--- src/nsr_pkg.sv ---
package nsr_pkg;

  // Defaults for the top-level parameters
  localparam int MAX_STATES_DEF    = 16;
  localparam int MAX_RELATIONS_DEF = 64;

  localparam int STATE_W      = 4;
  localparam int SYMBOL_W     = 8;
  localparam int NUM_STATES_W = 5;

  localparam logic [NUM_STATES_W-1:0] NUM_STATES_RST = 5'd5;
  localparam logic [SYMBOL_W-1:0]     SYMBOL_MASK    = 8'hff;

  // Register index (byte address bit 2 of the config port)
  localparam logic REG_NUM_STATES = 1'b0;

  // Opcodes
  localparam logic [1:0] OP_CLEAR = 2'd0;
  localparam logic [1:0] OP_ADD   = 2'd1;
  localparam logic [1:0] OP_FEED  = 2'd2;

  typedef struct packed {
    logic [1:0]          opcode;
    logic [STATE_W-1:0]  from_state;
    logic [STATE_W-1:0]  to_state;
    logic [SYMBOL_W-1:0] symbol;
    logic                last_symbol;
  } in_t;

  typedef struct packed {
    logic accepted;
    logic store_overflow;
  } out_t;

  typedef struct packed {
    logic [STATE_W-1:0]  from_state;
    logic [STATE_W-1:0]  to_state;
    logic [SYMBOL_W-1:0] symbol;
  } rel_entry_t;

endpackage

--- src/nsr_rel_mem.sv ---
module nsr_rel_mem #(
  parameter int DEPTH = nsr_pkg::MAX_RELATIONS_DEF
) (
  input  logic                     clk,
  input  logic                     wr_en,
  input  logic [$clog2(DEPTH)-1:0] wr_addr,
  input  nsr_pkg::rel_entry_t      wr_data,
  input  logic [$clog2(DEPTH)-1:0] rd_addr,
  output nsr_pkg::rel_entry_t      rd_data
);

  nsr_pkg::rel_entry_t mem [DEPTH];

  always_ff @(posedge clk) begin
    if (wr_en) begin
      mem[wr_addr] <= wr_data;
    end
  end

  // Registered read, one address per cycle
  always_ff @(posedge clk) begin
    rd_data <= mem[rd_addr];
  end

endmodule

--- src/nfa_string_recognizer.sv ---
// Clear and add-relation items complete from idle; an add into a full store reports store_overflow via ST_WAIT.
// Feed-symbol items scan every stored relation, one relation memory read per cycle
// (registered read port), then commit the new active set in ST_FINISH.
// A last symbol then moves the verdict through ST_WAIT into the output register.
// Throughput: one item at a time; in_ready is high only while the sequencer idles.
// Reset (rst_n low, synchronous): store empty, active set {0}, num_states = 5, no output.
module nfa_string_recognizer #(
  parameter int MAX_STATES    = nsr_pkg::MAX_STATES_DEF,
  parameter int MAX_RELATIONS = nsr_pkg::MAX_RELATIONS_DEF
) (
  input  logic          clk,
  input  logic          rst_n,

  input  logic          in_valid,
  output logic          in_ready,
  input  nsr_pkg::in_t  in_data,

  output logic          out_valid,
  input  logic          out_ready,
  output nsr_pkg::out_t out_data,

  input  logic          cfg_psel,
  input  logic          cfg_penable,
  input  logic          cfg_pwrite,
  input  logic [2:0]    cfg_paddr,
  input  logic [31:0]   cfg_pwdata,
  output logic [31:0]   cfg_prdata,
  output logic          cfg_pready
);

  localparam int SW = $clog2(MAX_STATES);        // active-set index width
  localparam int EW = $clog2(MAX_STATES + 1);    // effective state count width
  localparam int AW = $clog2(MAX_RELATIONS);     // relation memory address width
  localparam int CW = $clog2(MAX_RELATIONS + 1); // relation count width

  typedef enum logic [1:0] {
    ST_IDLE,
    ST_SCAN,    // stream relations out of memory, OR matching targets in
    ST_FINISH,  // mask and commit the new active set
    ST_WAIT     // hand the result to the output register
  } state_t;

  state_t                         state_r, state_nxt;
  logic [CW-1:0]                  count_r, count_nxt;    // relations stored
  logic [CW-1:0]                  rd_idx_r, rd_idx_nxt;  // next relation to read
  logic                           rd_vld_r, rd_vld_nxt;  // read data valid this cycle
  logic [MAX_STATES-1:0]          active_r, active_nxt;
  logic [MAX_STATES-1:0]          next_r, next_nxt;      // set being built by the scan
  logic                           started_r, started_nxt;
  logic [nsr_pkg::SYMBOL_W-1:0]   sym_r, sym_nxt;
  logic                           last_r, last_nxt;
  logic [nsr_pkg::NUM_STATES_W-1:0] num_states_r, num_states_nxt;
  nsr_pkg::out_t                  res_r, res_nxt;
  logic                           out_valid_r, out_valid_nxt;
  nsr_pkg::out_t                  out_data_r, out_data_nxt;

  // Relation memory ports
  logic                           mem_we;
  nsr_pkg::rel_entry_t            mem_wdata;
  nsr_pkg::rel_entry_t            mem_rdata;

  // Scan datapath
  logic                           from_hit;
  logic [MAX_STATES-1:0]          hit_vec;
  logic [EW-1:0]                  eff_n;
  logic [MAX_STATES-1:0]          state_mask;
  logic [MAX_STATES-1:0]          masked_set;
  logic                           accept_bit;

  logic                           in_xfer;
  logic                           cfg_wr;
  logic                           out_free;

  assign in_ready   = (state_r == ST_IDLE);
  assign in_xfer    = in_valid && in_ready;
  assign out_valid  = out_valid_r;
  assign out_data   = out_data_r;
  assign out_free   = !out_valid_r || out_ready;

  // APB: cfg_pready is tied high, one register
  assign cfg_pready = 1'b1;
  assign cfg_wr     = cfg_psel && cfg_penable && cfg_pwrite && cfg_pready;
  assign cfg_prdata = (cfg_paddr[2] == nsr_pkg::REG_NUM_STATES) ?
                      {{(32 - nsr_pkg::NUM_STATES_W){1'b0}}, num_states_r} : 32'd0;

  assign mem_we    = in_xfer && (in_data.opcode == nsr_pkg::OP_ADD) &&
                     (count_r < CW'(MAX_RELATIONS));
  assign mem_wdata = '{from_state: in_data.from_state,
                       to_state:   in_data.to_state,
                       symbol:     in_data.symbol};

  nsr_rel_mem #(
    .DEPTH (MAX_RELATIONS)
  ) u_rel_mem (
    .clk     (clk),
    .wr_en   (mem_we),
    .wr_addr (count_r[AW-1:0]),
    .wr_data (mem_wdata),
    .rd_addr (rd_idx_r[AW-1:0]),
    .rd_data (mem_rdata)
  );

  // Relation match: label equals the symbol and the source state is active.
  // Source or target numbers past the active-set width never match.
  always_comb begin
    from_hit = 1'b0;
    if (32'(mem_rdata.from_state) < MAX_STATES) begin
      from_hit = active_r[SW'(mem_rdata.from_state)];
    end
    hit_vec = '0;
    if (rd_vld_r && from_hit &&
        ((mem_rdata.symbol & nsr_pkg::SYMBOL_MASK) == sym_r) &&
        (32'(mem_rdata.to_state) < MAX_STATES)) begin
      hit_vec[SW'(mem_rdata.to_state)] = 1'b1;
    end
  end

  // Effective state count: 0 acts as 1, above MAX_STATES clamps
  always_comb begin
    if (num_states_r == '0) begin
      eff_n = EW'(1);
    end else if (32'(num_states_r) > MAX_STATES) begin
      eff_n = EW'(MAX_STATES);
    end else begin
      eff_n = EW'(num_states_r);
    end
    for (int i = 0; i < MAX_STATES; i++) begin
      state_mask[i] = (i < 32'(eff_n));
    end
    masked_set = next_r & state_mask;
    accept_bit = 1'b0;
    for (int i = 0; i < MAX_STATES; i++) begin
      if (i == 32'(eff_n) - 1) begin
        accept_bit = masked_set[i];
      end
    end
  end

  always_comb begin
    state_nxt      = state_r;
    count_nxt      = count_r;
    rd_idx_nxt     = rd_idx_r;
    rd_vld_nxt     = 1'b0;
    active_nxt     = active_r;
    next_nxt       = next_r;
    started_nxt    = started_r;
    sym_nxt        = sym_r;
    last_nxt       = last_r;
    num_states_nxt = num_states_r;
    res_nxt        = res_r;
    out_valid_nxt  = out_valid_r && !out_ready;
    out_data_nxt   = out_data_r;

    if (cfg_wr && (cfg_paddr[2] == nsr_pkg::REG_NUM_STATES)) begin
      num_states_nxt = cfg_pwdata[nsr_pkg::NUM_STATES_W-1:0];
    end

    unique case (state_r)
      ST_IDLE: begin
        if (in_xfer) begin
          unique case (in_data.opcode)
            nsr_pkg::OP_CLEAR: begin
              count_nxt = '0;
            end
            nsr_pkg::OP_ADD: begin
              if (count_r < CW'(MAX_RELATIONS)) begin
                count_nxt = count_r + CW'(1);
              end else begin
                res_nxt   = '{accepted: 1'b0, store_overflow: 1'b1};
                state_nxt = ST_WAIT;
              end
            end
            nsr_pkg::OP_FEED: begin
              // A new string starts from {state 0}
              if (!started_r) begin
                active_nxt = MAX_STATES'(1);
              end
              started_nxt = 1'b1;
              sym_nxt     = in_data.symbol & nsr_pkg::SYMBOL_MASK;
              last_nxt    = in_data.last_symbol;
              next_nxt    = '0;
              rd_idx_nxt  = '0;
              state_nxt   = ST_SCAN;
            end
            default: begin
              // unused opcode: ignored
            end
          endcase
        end
      end
      ST_SCAN: begin
        next_nxt = next_r | hit_vec;
        if (rd_idx_r < count_r) begin
          rd_idx_nxt = rd_idx_r + CW'(1);
          rd_vld_nxt = 1'b1;
        end else begin
          // data in flight this cycle (if any) is the last relation
          state_nxt = ST_FINISH;
        end
      end
      ST_FINISH: begin
        active_nxt = masked_set;
        if (last_r) begin
          res_nxt     = '{accepted: accept_bit, store_overflow: 1'b0};
          started_nxt = 1'b0;
          state_nxt   = ST_WAIT;
        end else begin
          state_nxt = ST_IDLE;
        end
      end
      ST_WAIT: begin
        if (out_free) begin
          out_valid_nxt = 1'b1;
          out_data_nxt  = res_r;
          state_nxt     = ST_IDLE;
        end
      end
      default: begin
        state_nxt = ST_IDLE;
      end
    endcase
  end

  always_ff @(posedge clk) begin
    if (!rst_n) begin
      state_r      <= ST_IDLE;
      count_r      <= '0;
      rd_idx_r     <= '0;
      rd_vld_r     <= 1'b0;
      active_r     <= MAX_STATES'(1);
      started_r    <= 1'b0;
      num_states_r <= nsr_pkg::NUM_STATES_RST;
      out_valid_r  <= 1'b0;
    end else begin
      state_r      <= state_nxt;
      count_r      <= count_nxt;
      rd_idx_r     <= rd_idx_nxt;
      rd_vld_r     <= rd_vld_nxt;
      active_r     <= active_nxt;
      started_r    <= started_nxt;
      num_states_r <= num_states_nxt;
      out_valid_r  <= out_valid_nxt;
    end
    next_r     <= next_nxt;
    sym_r      <= sym_nxt;
    last_r     <= last_nxt;
    res_r      <= res_nxt;
    out_data_r <= out_data_nxt;
  end

endmodule
--- config.mk ---
export PLATFORM = sky130hd
export DESIGN_NAME = nfa_string_recognizer
export DESIGN_NICKNAME = d
export VERILOG_FILES = /design/src/nsr_pkg.sv /design/src/nsr_rel_mem.sv /design/src/nfa_string_recognizer.sv
export SDC_FILE = /design/constraint.sdc
export NUM_CORES = 1
export LEC_CHECK = 0
export BUFFER_PORTS_ARGS = -buffer_cell sky130_fd_sc_hd__buf_2
export CAP_MARGIN = 15
export CORE_MARGIN = 5
export CORE_UTILIZATION = 53
export CTS_CLUSTER_DIAMETER = 50
export CTS_CLUSTER_SIZE = 20
export DETAILED_ROUTE_END_ITERATION = 8
export PLACE_DENSITY = 0.77
export SLEW_MARGIN = 30
export SYNTH_ARGS = -nofsm -noshare
export SYNTH_HDL_FRONTEND = slang
export SYNTH_SLANG_ARGS = --single-unit
--- constraint.sdc ---
create_clock -name clk -period 5.4 [get_ports clk]
set_clock_uncertainty 0.15 [all_clocks]
set_input_delay 1.35 -clock clk [delete_from_list [all_inputs] [get_ports clk]]
set_output_delay 1.35 -clock clk [all_outputs]
set_load 0.02 [all_outputs]
======== After elaboration in Yosys (flattened, before gate mapping) ========
Memory sizes are Yosys's and may differ from the RTL's. A register that Yosys moved wholly into a read port is not among the register bits.
Index checks and enable logic that the tools add are counted.
word-level totals
  bits in registers ....................... 69
  memory bits (writable) .................. 1024
  input port bits ......................... 61
  output and inout port bits .............. 37
  logic and storage cells ................. 165
  memories ................................ 1
operators by class
  add/sub/neg operators ................... 3
  $lt $le $gt $ge ......................... 22
  eq/ne operators ......................... 33
  muxes and demuxes ....................... 58
  bitwise logic cells ..................... 3
  reduce and logical (&&, ||, !) cells .... 30
memory list
  memory         words  bits a word  read ports  clocked after Yosys merged registers in  wr ports  line               source
  u_rel_mem.mem  64     16           1           1                                        1         nsr_rel_mem.sv:12  nsr_pkg::rel_entry_t mem [DEPTH];
operators by type and width
  cell                                                                    count
  4-bit by 32-bit equality test with 1-bit output (first input constant)  8
  3-bit by 32-bit equality test with 1-bit output (first input constant)  4
  16-bit 2-to-1 mux                                                       6
  2-bit by 32-bit equality test with 1-bit output (first input constant)  2
  16-bit case mux with 2 select lines                                     2
  4-bit by 5-bit < comparator with 1-bit output (first input constant)    8
  1-bit by 32-bit equality test with 1-bit output (first input constant)  1
  32-bit logical NOT                                                      1
  7-bit 2-to-1 mux                                                        4
  7-bit case mux with 2 select lines                                      2
  1-bit 2-to-1 mux                                                        26
  3-bit by 5-bit < comparator with 1-bit output (first input constant)    4
  2-bit 2-to-1 mux                                                        9
  16-bit AND                                                              1
  16-bit OR                                                               1
  4-bit AND reduction                                                     4
  5-bit 2-to-1 mux                                                        3
  7-bit by 1-bit adder with 7-bit output (second input constant)          2
  2-bit != test (second input constant)                                   6
  1-bit logical AND                                                       10
  1-bit by 5-bit < comparator with 1-bit output (first input constant)    2
  2-bit by 5-bit < comparator with 1-bit output (first input constant)    2
  4-bit by 5-bit < comparator with 1-bit output (second input constant)   2
  5-bit AND reduction                                                     2
  other kinds (24)                                                        37

======== Longest topological paths before layout ========
  depth after elaboration ................. 23
  gate-level depth with buffers ........... 10
  gate-level depth less buffers ........... 8

======== Hierarchy ========
A second synthesis with hierarchy kept.
second synthesis, totals
  cell total of the unflattened synthesis .. 2245
  area total of the unflattened synthesis .. 43995.9 µm²
by module, submodules not included
  module                 times used  cells an instance  area each (µm²)  seq. area each (µm²)
  nsr_rel_mem            1           1829               40042.2          31069.8
  nfa_string_recognizer  1           416                3953.8           1671.6

======== Worst setup path after synthesis ========
No wires, ideal clock.
  kind .................................... input -> register
  from .................................... input port in_data[18] (netlist bit)
  to ...................................... memory u_rel_mem.mem[62][0] (netlist bit) (enable)
  setup time .............................. 389 ps
  arrival ................................. 3167 ps
  slack ................................... 1695 ps
  cell stages on the path ................. 5
  path through ............................ nor4b_4 > nand2_2 > nor3_1 > nand3_1 > nor2_1
between the ends
  longest elaborated chain between the ends .. 5
ends and longest elaborated chain
  item                                            line                         source
  from (decl)                                     nfa_string_recognizer.sv:16  input nsr_pkg::in_t in_data,
  2-bit by 1-bit equality test with 1-bit output  nfa_string_recognizer.sv:86  assign mem_we = in_xfer && (in_data.opcode == nsr_pkg::OP_ADD) &&
  1-bit logical AND (2 in series)                 nfa_string_recognizer.sv:86
  1-bit 2-to-1 mux                                nsr_rel_mem.sv:15            if (wr_en) begin
  1-bit 2-to-1 mux (implied by the code)          nsr_rel_mem.sv:16            mem[wr_addr] <= wr_data;
  to (decl)                                       nsr_rel_mem.sv:12
No other way between the ends.

======== Final worst setup path ========
  from .................................... input port in_data[18] (netlist bit)
  to ...................................... memory u_rel_mem.mem[20][10] (netlist bit) (enable)
Same word-level chain as after synthesis.

==> impl_metrics.py <==
metrics = {
    "drt": {
        "antenna_violating_nets_post_route": 0,
        "via_density_per_instance": 6.46,
        "totalWireLength_um": 95300,
        "met3_wirelength_um": 9750,
        "drt_drc_violations_left": 0,
        "routed-via-count": 21480,
        "route.top_layer_used": "met4",
        "drtPass1Iterations": 5,
        "wl_per_cell_um": 28.7,
        "wl_met1_um": 36900,
        "met2_length_um": 46300,
        "drt-initial-drc-count": 2903,
    },
    "pwr": {
        "power.share.clock_pct": 38.0,
        "power.leakage_nw": 14.8,
        "share_comb_of_total_power_pct": 7.1,
        "share_seq_of_total_power_pct": 54.8,
        "ir_worst_vdd_v": 0.000259,
        "pint_mw": 13.4,
        "switching_share_pct": 22.7,
        "power_per_cell_area_nw_per_um2": 364,
        "switchingPower_mw": 3.94,
    },
    "placed_design": {
        "placed_cells_incl_taps": 3166,
        "gpl.final_weighted_congestion": 0.900,
        "hpwlAfterDp_um": 54100,
        "io_buffers": 40,
    },
    "final_layout": {
        "n_antenna_cell": 0,
        "layout-drive-gt1-share_pct": 25.0,
        "final_core_utilization_pct": 59.2,
        "finish.cell_count_without_fillers": 3325,
        "finish.net_count": 2267,
        "syn2layout_area_growth_pct": 11.0,
    },
    "clocking": {
        "postCtsResizedCells": 0,
        "cts.clk_slew.worst_paths_ns": 0.07,
        "cts_made_buffers": 89,
        "number_of_clock_sinks_seen_by_cts": 1109,
        "post-cts-setup-buffers": 0,
        "cts-hold-fix-buffers": 0,
        "cts_buffer_depth": 3,
        "clk_latency_ns": 0.65,
        "tritoncts": "done",
        "cts_root_buffer": "sky130_fd_sc_hd__clkbuf_16",
        "cts-htree-levels": 3,
    },
    "synthesis": {
        "synth_area_leaders": "sky130_fd_sc_hd__edfxtp_1 (74%), sky130_fd_sc_hd__mux4_2 (14%), sky130_fd_sc_hd__dfxtp_1 (2.6%), sky130_fd_sc_hd__a22oi_1 (1.4%), sky130_fd_sc_hd__nand2_1 (0.82%)",
        "synth_adder_area_share_pct": 0.234,
        "syn_area_per_cell_um2": 20.5,
        "async_reset_ff_share_pct": 0,
        "synthCells": 2086,
        "synthDominantCellAreaShare_pct": 73.8,
        "ys.warnings.count": 0,
        "sequential_fraction_of_the_synthesis_area_pct": 76.4,
        "xor_xnor_share_of_the_synthesized_area_pct": 0.184,
        "synth_area_um2": 42900,
        "synth.most_common_cell": "sky130_fd_sc_hd__edfxtp_1",
        "synthesized_area_fraction_occupied_by_ao_oa_aoi_and_oai_cells_pct": 4.40,
        "synth_seq_cells": 1109,
        "ys.flop_type": "sky130_fd_sc_hd__edfxtp_1",
        "netlist.top_cell.by_area": "sky130_fd_sc_hd__edfxtp_1",
        "synth_cell_types": 57,
        "post_synth_most_frequent_cells": "sky130_fd_sc_hd__edfxtp_1 (1053), sky130_fd_sc_hd__mux4_2 (261), sky130_fd_sc_hd__nand2_1 (94)",
        "synthSimpleGateAreaFrac_pct": 3.03,
        "post_synth_edffs": 1053,
        "yosys-mux-area-fraction_pct": 13.9,
        "synth_top_family_by_area": "multiplexers",
    },
    "worst_setup_path": {
        "count_of_buffer_and_inverter_cells_on_the_critical_path": 2,
        "cp.required_ns": 5.58,
        "setup.worst_path.start_class": "primary input",
        "critical-path-slowest-cell": "sky130_fd_sc_hd__nor2_1",
        "end_kind": "register",
        "crit_path_max_fanout": 10,
        "critPathMaxStageDelay_ns": 0.63,
        "crit_arrival_ns": 3.98,
        "timing_worst_setup_path_type": "primary input to register",
        "critical_path.top_delay_family": "simple AND/OR/NAND/NOR gates",
        "critical_path.cell_chain": "buf_2, nor4b_4, nand2_2, nor3_1, nand2_1, nor2_1, buf_4",
    },
    "run": {
        "cap_viol_max_count": 0,
    },
    "sta": {
        "unrepaired_setup_endpoints_after_global_routing": "no",
        "slew_violations": 0,
        "timing.setup.tns_ns": 0,
        "layout_min_cycle_time_ns": 3.80,
        "achievable-frequency_mhz": 263,
        "transition_time_at_the_pin_with_the_least_slew_margin_ns": 0.997,
        "endpoints_failing_hold": 0,
        "timing.max_slew.rel_slack_pct": 33.4,
        "min_period_over_period_pct": 70.4,
        "endpoints_failing_setup": 0,
    },
    "global_routing": {
        "globalRoute.totalOverflow": 0,
        "maximum_number_of_pins_on_one_net_before_global_route_repair": 71,
        "grt_pass1_vias": 21172,
        "grt_antenna_before_repair": 1,
        "track_usage_pct": 21.8,
        "grt_pass1_wl_um": 140000,
    },
    "floorplanning": {
        "placement_rows": 104,
        "die_width_um": 294,
        "initial_core_util_pct": 53.3,
        "area_of_the_core_um2": 80400,
        "die_y_um": 294,
        "num_io_pins": 98,
        "fp.dieArea_um2": 86700,
    },
    "hold_path": {
        "worstHoldPathType": "register to register",
    },
    "status": {
        "outcome": "finished, final reports clean",
    },
}
cells in the final DEF, fill, tap and decap left out, types with 10 or more instances in the layout:
master / synthesis / routed
sky130_fd_sc_hd__edfxtp_1: 1053 / 1053
sky130_fd_sc_hd__mux4_2: 261 / 261
sky130_fd_sc_hd__nand2_1: 94 / 94
sky130_fd_sc_hd__clkbuf_16: 0 / 92
sky130_fd_sc_hd__buf_4: 36 / 91
sky130_fd_sc_hd__nor2_1: 91 / 89
sky130_fd_sc_hd__a22oi_1: 81 / 81
sky130_fd_sc_hd__dfxtp_1: 56 / 54
sky130_fd_sc_hd__buf_2: 20 / 40
sky130_fd_sc_hd__o21ai_0: 34 / 34
sky130_fd_sc_hd__a22o_1: 33 / 33
sky130_fd_sc_hd__a221oi_1: 32 / 32
sky130_fd_sc_hd__conb_1: 2 / 28
sky130_fd_sc_hd__nor2b_1: 28 / 23
sky130_fd_sc_hd__nand3_1: 20 / 20
sky130_fd_sc_hd__a21oi_1: 20 / 20
sky130_fd_sc_hd__inv_6: 0 / 20
sky130_fd_sc_hd__o221ai_1: 17 / 17
sky130_fd_sc_hd__inv_1: 15 / 15
sky130_fd_sc_hd__a32oi_1: 14 / 14
sky130_fd_sc_hd__nor3_1: 10 / 10
sky130_fd_sc_hd__inv_8: 0 / 10
routing by layer:
layer / track usage (%) / vias to the layer above
met5: 0 / -
met4: 6.30 / 0
met3: 4.08 / 143
met2: 34.5 / 1306
met1: 31.8 / 11177
li1: - / 8854
registers in the layout, indices dropped and copies added, names as in the netlist:
register           flops
next_r                16
num_states_r           5
out_valid              1
count_r                7
rd_vld_r               1
last_r                 1
sym_r                  8
out_data               2
active_r              16
u_rel_mem.mem       1024
u_rel_mem.rd_data     16
started_r              1
rd_idx_r               7
state_r                2
res_r                  2
power by group through the flow:
stage          Combinational [mW]  Sequential (mW)  Clock, mW
6_report                     1.23             9.51       6.59
5_1_grt                      1.32             9.51       7.05
4_1_cts                      1.24             9.50       6.68
3_5_place_dp                 1.23             9.70          0
3_3_place_gp                 1.19             9.70          0
2_1_floorplan               0.874             9.67          0
cells by family (layout without fill, tap and decap cells):
logic type | Yosys count | after routing
flops | 1109 | 1109
simple gates | 278 | 278
mux | 268 | 268
compound gates | 253 | 253
buf+inv | 159 | 312
xor+xnor | 9 | 9
fa+ha+maj | 8 | 8
other cells | 2 | 28
path summary, 6_finish.rpt:
path                                  start               endpoint  slack, ns  depth (start not counted)
worst min-delay path               res_r[1]            out_data[1]       0.27                          0
worst max-delay path            in_data[18]  u_rel_mem.mem[20][10]       1.60                          7
worst min register to register     res_r[1]            out_data[1]       0.27                          0
worst max register to register   state_r[1]  u_rel_mem.mem[20][10]       1.85                          6
worst reg2reg max path: cells and delay by family, from the launching register on:
family,cells,cell delay (ns)
buf+inv,1,0.33
flops,1,0.48
simple gates,5,2.28
stage by stage:
step           power [mW]  hold slack, ns  area, um^2  setup WS, ns
2_1_floorplan        10.5           0.250       43000          1.69
3_3_place_gp         10.9           0.253       44600          1.26
3_5_place_dp         10.9           0.256       44600          1.07
4_1_cts              17.4           0.272       47600          1.68
5_1_grt              17.9           0.283       47600          1.42
6_report             17.3           0.270       47600          1.60
final cells by class:
class / count / area (um^2)
inverters: 16 / 60.1
repair buffers: 138 / 1020
multi-input cells: 844 / 9450
flip-flops and latches: 1109 / 32700
clock buffers: 96 / 2320
well taps: 1060 / 1330
clock inverters: 62 / 666
fillers: 5453 / 32800
(Power assumes the default switching activity.)
